`src/sv/iaqu_pkg.sv`:
```
// shared types, constants and helper functions of the attitude update block
package iaqu_pkg;

  // configuration port
  localparam int CfgIdxW  = 2;
  localparam int CfgDataW = 32;
  localparam logic [CfgIdxW-1:0] CFG_PROP_GAIN = 2'd0;
  localparam logic [CfgIdxW-1:0] CFG_STEP_TIME = 2'd1;

  // register reset values
  localparam logic [23:0] PropGainRst = 24'd131072;
  localparam logic [31:0] StepTimeRst = 32'd4294967;

  // one in Q2.30
  localparam logic [31:0] Q30One = 32'h4000_0000;

  // multiply-accumulate widths
  localparam int OpW   = 35;
  localparam int ProdW = 70;
  localparam int AccW  = 72;

  // product program
  localparam int StepW = 6;
  localparam logic [StepW-1:0] StepSEnd  = 6'd2;
  localparam logic [StepW-1:0] StepNqEnd = 6'd39;
  localparam logic [StepW-1:0] LastStep  = 6'd43;

  // sequencer states
  typedef enum logic [2:0] {
    ST_IDLE,
    ST_MAC,
    ST_RSQ,
    ST_NDIV,
    ST_NORM,
    ST_NSQ,
    ST_QDIV,
    ST_DONE
  } state_e;

  // destination of a finished sum of products
  typedef enum logic [3:0] {
    DST_NONE,
    DST_S,
    DST_VX,
    DST_VY,
    DST_VZ,
    DST_E,
    DST_G,
    DST_T,
    DST_NQ,
    DST_N2
  } dst_e;

  typedef enum logic {
    MODE_SQRT,
    MODE_DIV
  } itr_mode_e;

  typedef struct packed {
    logic      start;
    itr_mode_e mode;
  } itr_req_t;

  typedef struct packed {
    logic busy;
    logic done;
  } itr_rsp_t;

  typedef struct packed {
    logic signed [OpW-1:0] opa;
    logic signed [OpW-1:0] opb;
    logic                  neg;
    logic                  shr;
    logic                  first;
    dst_e                  dst;
    logic [1:0]            cidx;
  } mac_op_t;

  function automatic logic signed [OpW-1:0] sx32(input logic [31:0] x);
    return $signed({{3{x[31]}}, x});
  endfunction

  function automatic logic signed [OpW-1:0] sx16(input logic [15:0] x);
    return $signed({{19{x[15]}}, x});
  endfunction

  function automatic logic signed [OpW-1:0] zx32(input logic [31:0] x);
    return $signed({3'b000, x});
  endfunction

  function automatic logic [31:0] sat32(input logic signed [AccW-1:0] x);
    if (x > 72'sd2147483647) begin
      return 32'h7fff_ffff;
    end else if (x < -72'sd2147483648) begin
      return 32'h8000_0000;
    end
    return x[31:0];
  endfunction

endpackage

```
`src/sv/iaqu_itr.sv`:
```
// bit-serial unit: integer square root (two bits a cycle) or 64/32 division
module iaqu_itr (
  input  logic               clk_i,
  input  logic               rst_ni,
  input  iaqu_pkg::itr_req_t req_i,
  input  logic [63:0]        opa_i,
  input  logic [31:0]        opb_i,
  output iaqu_pkg::itr_rsp_t rsp_o,
  output logic [63:0]        res_o
);

  logic                busy_q, busy_d;
  logic                done_q, done_d;
  iaqu_pkg::itr_mode_e mode_q, mode_d;
  logic [5:0]          cnt_q, cnt_d;
  logic [63:0]         a_q, a_d;
  logic [63:0]         b_q, b_d;
  logic [63:0]         c_q, c_d;

  logic [63:0] trial;
  logic        sq_ge;
  logic [32:0] dv_tmp;
  logic        dv_ge;
  logic [32:0] dv_rem;

  // square root trial subtract
  assign trial = b_q + c_q;
  assign sq_ge = (a_q >= trial);

  // restoring division step
  assign dv_tmp = {b_q[31:0], a_q[63]};
  assign dv_ge  = (dv_tmp >= {1'b0, c_q[31:0]});
  assign dv_rem = dv_ge ? (dv_tmp - {1'b0, c_q[31:0]}) : dv_tmp;

  // iteration control and datapath
  always_comb begin
    busy_d = busy_q;
    done_d = 1'b0;
    mode_d = mode_q;
    cnt_d  = cnt_q;
    a_d    = a_q;
    b_d    = b_q;
    c_d    = c_q;
    if (req_i.start && !busy_q) begin
      busy_d = 1'b1;
      mode_d = req_i.mode;
      a_d    = opa_i;
      b_d    = '0;
      if (req_i.mode == iaqu_pkg::MODE_SQRT) begin
        c_d   = 64'h4000_0000_0000_0000;
        cnt_d = 6'd31;
      end else begin
        c_d   = {32'd0, opb_i};
        cnt_d = 6'd63;
      end
    end else if (busy_q) begin
      if (mode_q == iaqu_pkg::MODE_SQRT) begin
        a_d = sq_ge ? (a_q - trial) : a_q;
        b_d = sq_ge ? ((b_q >> 1) + c_q) : (b_q >> 1);
        c_d = c_q >> 2;
      end else begin
        a_d = {a_q[62:0], dv_ge};
        b_d = {32'd0, dv_rem[31:0]};
      end
      cnt_d = cnt_q - 6'd1;
      if (cnt_q == 6'd0) begin
        busy_d = 1'b0;
        done_d = 1'b1;
      end
    end
  end

  always_ff @(posedge clk_i or negedge rst_ni) begin
    if (!rst_ni) begin
      busy_q <= 1'b0;
      done_q <= 1'b0;
      mode_q <= iaqu_pkg::MODE_SQRT;
      cnt_q  <= '0;
    end else begin
      busy_q <= busy_d;
      done_q <= done_d;
      mode_q <= mode_d;
      cnt_q  <= cnt_d;
    end
  end

  always_ff @(posedge clk_i) begin
    a_q <= a_d;
    b_q <= b_d;
    c_q <= c_d;
  end

  assign rsp_o.busy = busy_q;
  assign rsp_o.done = done_q;
  assign res_o      = (mode_q == iaqu_pkg::MODE_SQRT) ? b_q : a_q;

endmodule
```
`config.mk`:
```
export PLATFORM = sky130hd
export DESIGN_NAME = iaqu_itr
export DESIGN_NICKNAME = d
export VERILOG_FILES = /design/src/sv/iaqu_pkg.sv /design/src/sv/iaqu_itr.sv
export SDC_FILE = /design/constraint.sdc
export NUM_CORES = 1
export LEC_CHECK = 0
export BUFFER_PORTS_ARGS = -buffer_cell sky130_fd_sc_hd__buf_2
export CELL_PAD_IN_SITES_DETAIL_PLACEMENT = 1
export CELL_PAD_IN_SITES_GLOBAL_PLACEMENT = 2
export CORE_UTILIZATION = 40
export DETAILED_ROUTE_END_ITERATION = 7
export HOLD_SLACK_MARGIN = 0.02
export PLACE_DENSITY = 0.95
export SYNTH_ARGS = -nofsm -noshare
export SYNTH_HDL_FRONTEND = slang
export SYNTH_SLANG_ARGS = --single-unit
```
`constraint.sdc`:
```
create_clock -name clk_i -period 12.1 [get_ports clk_i]
set_input_delay 0.605 -clock clk_i [delete_from_list [all_inputs] [get_ports clk_i]]
set_output_delay 0.605 -clock clk_i [all_outputs]
set_load 0.1 [all_outputs]
```
==> impl_metrics.env, run 1 <==
export IMPL_rsz0062_at_grt="false"
export IMPL_synth_compound_area_share_pct=30.8
export IMPL_nets=3058
export IMPL_period_needed_ps=7490
export IMPL_initial_core_util_pct=40.8
export IMPL_status="complete, no violations"
export IMPL_synth_fa_ha_area_share_pct=12.1
export IMPL_antenna_cells=0
export IMPL_synth_xor_area_share_pct=8.57
export IMPL_grt_max_degree=109
export IMPL_endpoint_kind="register"
export IMPL_viasPerCell=6.33
export IMPL_rr_endpoint="a_q[1]"
export IMPL_synthToLayoutAreaGrowth_pct=9.13
export IMPL_crit_fanout=45
export IMPL_syn_nets=2996
export IMPL_antenna_found_initial=3
export IMPL_wl_met1_um=40700
export IMPL_fmax_mhz=134
export IMPL_die_w_um=229
export IMPL_yosys_area_share_simple_pct=18.1
export IMPL_grt_pass1_wl_um=130000
export IMPL_synth_mux_area_share_pct=1.21
export IMPL_synth_ff_type="edfxtp_1"
export IMPL_drtIter0Drc=2024
export IMPL_vias=21806
export IMPL_worstRegToRegCells=22
export IMPL_setup_viol=0
export IMPL_slew_viol_final=0
export IMPL_rr_startpoint="c_q[12]"
export IMPL_hpwlAfterDp_um=68400
export IMPL_grt_pass1_vias=21327
export IMPL_synth_cells=2699
export IMPL_syn_area_mm2=0.0205
export IMPL_synth_top_area_share_pct=16.4
export IMPL_nFillCells=6285
export IMPL_ios=166
export IMPL_insertion_delay_ps=510
export IMPL_min_from="opa_i[21]"
export IMPL_place_gp_congestion=1.01
export IMPL_multi_input_area_mm2=0.0146
export IMPL_die_area_mm2=0.0523
export IMPL_met2_length_um=36200
export IMPL_ys_seq_area_share_pct=23.7
export IMPL_cts_resized=0
export IMPL_cts_max_level=4
export IMPL_synth_largest_area_cell="edfxtp_1"
export IMPL_drive_above_1_share_pct=9.81
export IMPL_hold_violations=0
export IMPL_die_h_um=229
export IMPL_synth_seq_cells=185
export IMPL_hold_path_class="input port to register"
export IMPL_whs_endpoint="a_q[21]"
export IMPL_firstDrtPassIters=5
export IMPL_ys_top_cells_by_area="edfxtp_1, ha_1, dfxtp_1"
export IMPL_met3_length_um=7920
export IMPL_period_share_pct=61.9
export IMPL_worst_slew_pin_slew_ps=1230
export IMPL_fin_worst_skew_ps=13.7
export IMPL_path_class="register to register"
export IMPL_regArea_mm2=0.00487
export IMPL_avgSynthCellArea_um2=7.61
export IMPL_ant_nets=0
export IMPL_grt_overflow_total=0
export IMPL_grt_use_total_pct=32.4
export IMPL_cap_violations=0
export IMPL_coreArea_mm2=0.0504
export IMPL_r2r_setup_slack_ps=4610
export IMPL_startpoint_type="register"
export IMPL_routed_wl_um=86500
export IMPL_path_clk_slew_ps=80
export IMPL_yosysWarnings=0
export IMPL_cts_buffer_depth=2
export IMPL_crit_required_ps=12250
export IMPL_holdPathStages=2
export IMPL_top_layer_used="met5"
export IMPL_cts_root_buf="clkbuf_16"
export IMPL_fin_tns_setup_ps=0
export IMPL_async_reset_ff_share_pct=4.86
export IMPL_drc_errors=0
export IMPL_synth_edf_count=112
export IMPL_cts_tree="built"
export IMPL_final_cell_mix="nand2_1, a21oi_1, o21ai_0"
export IMPL_slew_headroom_pct=17.9
export IMPL_synthDistinctLibCells=91
export IMPL_clock_sinks=185
export IMPL_arrival_ps=7640
export IMPL_final_common_cell="nand2_1"
export IMPL_core_rowCount=82
export IMPL_io_buffers=165
export IMPL_drt_wirelength_per_cell_um=25.1
export IMPL_synth_top_family_by_area="compound AO/OA/AOI/OAI gates"
export IMPL_cts_made_buffers=17
metal layers:
layer  vias up  track usage [%]
met5         -                0
met4         2             8.79
met3        98             6.59
met1     10810             47.6
li1      10041                -
met2       855             47.5
logic make-up after synthesis:
| logic type | count (synthesis) |
|---|---|
| mux | 23 |
| simple gates | 808 |
| fa+ha+maj | 197 |
| flops | 185 |
| compound gates | 999 |
| xor+xnor | 201 |
| buf+inv | 286 |
synthesized netlist by cell type, types with 45 or more instances:
cell type,instances
xnor2_1,126
o211ai_1,57
edfxtp_1,112
ha_1,193
dfxtp_1,64
inv_1,146
o21ai_0,211
o21a_1,56
nor2_1,182
xor2_1,75
nor3_1,45
nand2_1,309
a21oi_1,241
a21o_1,70
clkbuf_1,106
nand3_1,87
o21ai_1,84
timing repair:
action,4_1_cts,5_1_grt
hold endpoints to repair,9,0
setup buffers,0,0
endpoints found under the setup margin,0,0
hold buffers,1,0
worst max path at each step:
stage / start / end / slack (ps) / cells past startpoint
global placement: c_q[12] / a_q[0] / 4870 / 22
CTS: c_q[12] / a_q[22] / 4630 / 22
global route: c_q[12] / a_q[1] / 4170 / 22
finish: c_q[12] / a_q[1] / 4610 / 22
detailed placement: c_q[12] / a_q[0] / 4640 / 22
floorplan: c_q[8] / a_q[0] / 4270 / 24
cell type report:
cell class / instances / area share (%)
Multi-Input combinational cell: 2228 / 65.1
Inverter: 146 / 2.44
Timing Repair Buffer: 183 / 4.30
Clock buffer: 21 / 2.20
Clock inverter: 11 / 0.446
Tap cell: 672 / 3.75
Sequential cell: 185 / 21.7
sequential cells by signal (all words and copies together), names as in the netlist:
signal / count
a_q: 64
b_q: 64
cnt_q: 6
done_q: 1
c_q: 48
busy_q: 1
mode_q: 1
worst max-delay path: stages (launching register included):
cell,delay [ps]
edfxtp_1,440
ha_1,460
and4_1,260
nand2_1,100
nor4b_2,420
o21ai_1,150
a31oi_1,410
a211o_1,250
a31o_1,260
a31o_2,250
nand3_1,100
o21ai_1,200
xnor2_1,110
ha_1,390
nand3_1,200
or2_1,320
nor4_2,340
nand3_1,160
a211oi_2,360
a211o_2,560
nor2_2,130
nor2_4,520
buf_4,650
per-stage QoR:
step                      worst slack (ps)  instances  util (%)  area [µm²]  hold slack, ps
after floorplan                       4270       2699         -       20500             309
after global placement                4870       3413      43.3       21800             470
after detailed placement              4640       3413      43.3       21800             474
after CTS                             4630       3446      44.5       22400             348
after global routing                  4170       3446      44.5       22400             382
final                                 4610       3446      44.5       22400             380
Power of run 1 is left out: the tool's default activity adds up to more than one toggle a clock period on the data nets, which glitch-free logic cannot reach.
==> run 2: changes to the inputs <==
--- a/config.mk
+++ b/config.mk
@@ -8,10 +8,10 @@
 export BUFFER_PORTS_ARGS = -buffer_cell sky130_fd_sc_hd__buf_2
 export CELL_PAD_IN_SITES_DETAIL_PLACEMENT = 1
 export CELL_PAD_IN_SITES_GLOBAL_PLACEMENT = 2
-export CORE_UTILIZATION = 40
+export CORE_UTILIZATION = 37
 export DETAILED_ROUTE_END_ITERATION = 7
 export HOLD_SLACK_MARGIN = 0.02
-export PLACE_DENSITY = 0.95
+export PLACE_DENSITY = 0.94
 export SYNTH_ARGS = -nofsm -noshare
 export SYNTH_HDL_FRONTEND = slang
 export SYNTH_SLANG_ARGS = --single-unit
==> constraint.sdc (replaced) <==
create_clock -name clk_i -period 7.6 [get_ports clk_i]
set_input_delay 0.38 -clock clk_i [delete_from_list [all_inputs] [get_ports clk_i]]
set_output_delay 0.38 -clock clk_i [all_outputs]
set_load 0.1 [all_outputs]
==> run 2 against run 1 <==
Effect of this change: die area up 8.0%; wire length is 0.62% lower; sequential share of layout area fell by 0.16 points.
==> impl_metrics.env, run 2 (synthesis results as in run 1) <==
export IMPL_fin_area_mm2=0.0226
export IMPL_antenna_found_initial=2
export IMPL_hpwlAfterDp_um=68300
export IMPL_cts_hold_buffers_added=1
export IMPL_die_w_um=238
export IMPL_reg_top3="a_q (64), b_q (64), c_q (48)"
export IMPL_nFillCells=6790
export IMPL_drc_errors=0
export IMPL_die_area_mm2=0.0565
export IMPL_grt_pass1_vias=21373
export IMPL_startpoint_type="register"
export IMPL_grt_max_degree=73
export IMPL_io_buffers=165
export IMPL_fin_worst_skew_ps=15.8
export IMPL_synthToLayoutAreaGrowth_pct=9.96
export IMPL_cp_slowest_cell="a221oi_2"
export IMPL_ios=166
export IMPL_grt_overflow_total=0
export IMPL_initial_core_util_pct=37.4
export IMPL_core_rowCount=86
export IMPL_fmax_mhz=147
export IMPL_final_cell_mix="nand2_1, a21oi_1, o21ai_0"
export IMPL_cts_max_level=4
export IMPL_final_common_cell="nand2_1"
export IMPL_grt_pass1_wl_um=129000
export IMPL_crit_required_ps=8010
export IMPL_setup_viol=0
export IMPL_antenna_cells=0
export IMPL_period_share_pct=89.4
export IMPL_cts_root_buf="clkbuf_16"
export IMPL_setup_ws_ps=803
export IMPL_rsz0062_at_grt="false"
export IMPL_vias=21748
export IMPL_nets=3065
export IMPL_post_place_ws_ps=957
export IMPL_grt_use_total_pct=29.9
export IMPL_routed_wl_um=85900
export IMPL_viasPerCell=6.16
export IMPL_status="complete, no violations"
export IMPL_slew_viol_final=0
export IMPL_place_area_mm2=0.0220
export IMPL_cts_resized=0
export IMPL_cts_setup_buffers=0
export IMPL_ant_nets=0
export IMPL_drt_wirelength_per_cell_um=24.4
export IMPL_path_class="register to register"
export IMPL_final_util_pct=41.1
export IMPL_cts_tree="built"
export IMPL_hold_path_class="input port to register"
export IMPL_clock_sinks=185
export IMPL_endpoint_kind="register"
export IMPL_path_common_cell="a21oi_1"
export IMPL_hold_violations=0
export IMPL_drtIter0Drc=2163
export IMPL_slew_headroom_pct=30.9
export IMPL_die_h_um=238
export IMPL_fin_tns_setup_ps=0
export IMPL_arrival_ps=7210
export IMPL_cts_made_buffers=17
export IMPL_path_clk_slew_ps=90
export IMPL_cts_buffer_depth=2
export IMPL_coreArea_mm2=0.0550
export IMPL_crit_fanout=60
export IMPL_slowest_delay_ps=460
export IMPL_worst_slew_pin_slew_ps=1030
export IMPL_cap_violations=0
export IMPL_drive_above_1_share_pct=10.1
export IMPL_cp_top_family="compound AO/OA/AOI/OAI gates"
export IMPL_crit_buf_inv=1
export IMPL_firstDrtPassIters=7
export IMPL_place_gp_congestion=0.963
export IMPL_insertion_delay_ps=520
export IMPL_period_needed_ps=6800
## run 2: cell count changes in the layout (fill, tap and decap cells not counted), moves of 2 or more
cell | previous run | this run
buf_4 | 17 | 23
inv_8 | 1 | 6
clkbuf_16 | 19 | 17
clkinv_4 | 3 | 1
## run 2: per-stage QoR
step,cells,hold slack (ps)
finish,3529,139
global route,3529,146
CTS,3529,122
detailed placement,3496,249
global placement,3496,240
floorplan,2699,84.4
## run 2: path summary, 6_finish.rpt
check / cells past startpoint / from / slack (ps) / end
max: 25 / c_q[0] / 800 / b_q[50]
min: 3 / opa_i[55] / 140 / a_q[55]
max reg2reg: 25 / c_q[0] / 800 / b_q[50]
min reg2reg: 1 / cnt_q[0] / 520 / cnt_q[0]
max in group asynchronous: 2 / rst_ni / 7160 / mode_q
min in group asynchronous: 2 / rst_ni / 230 / done_q
## run 2: tightest hold or removal path: cells and delay by family
kind | cells | cell delay (ps)
compound gates | 1 | 50
buf+inv | 1 | 80
simple gates | 1 | 40
## run 2: layout make-up
| type | count | area, µm² | area share (%) |
|---|---|---|---|
| tap | 748 | 936 | 4.14 |
| clock buffer | 17 | 425 | 1.88 |
| timing repair buffer | 190 | 1030 | 4.55 |
| multi-input combinational | 2228 | 14600 | 64.6 |
| sequential | 185 | 4870 | 21.6 |
| clock inverter | 15 | 176 | 0.781 |
| inverter | 146 | 548 | 2.43 |
## run 2: per-layer routing
layer,global-route usage (%),share of wire [%],up-vias
li1,-,-,10037
met1,44.5,48,10853
met2,44.4,42,788
met3,5.07,7.7,70
met4,7.06,1.7,0
met5,0,0,-
Power of run 2 is left out for the same reason.
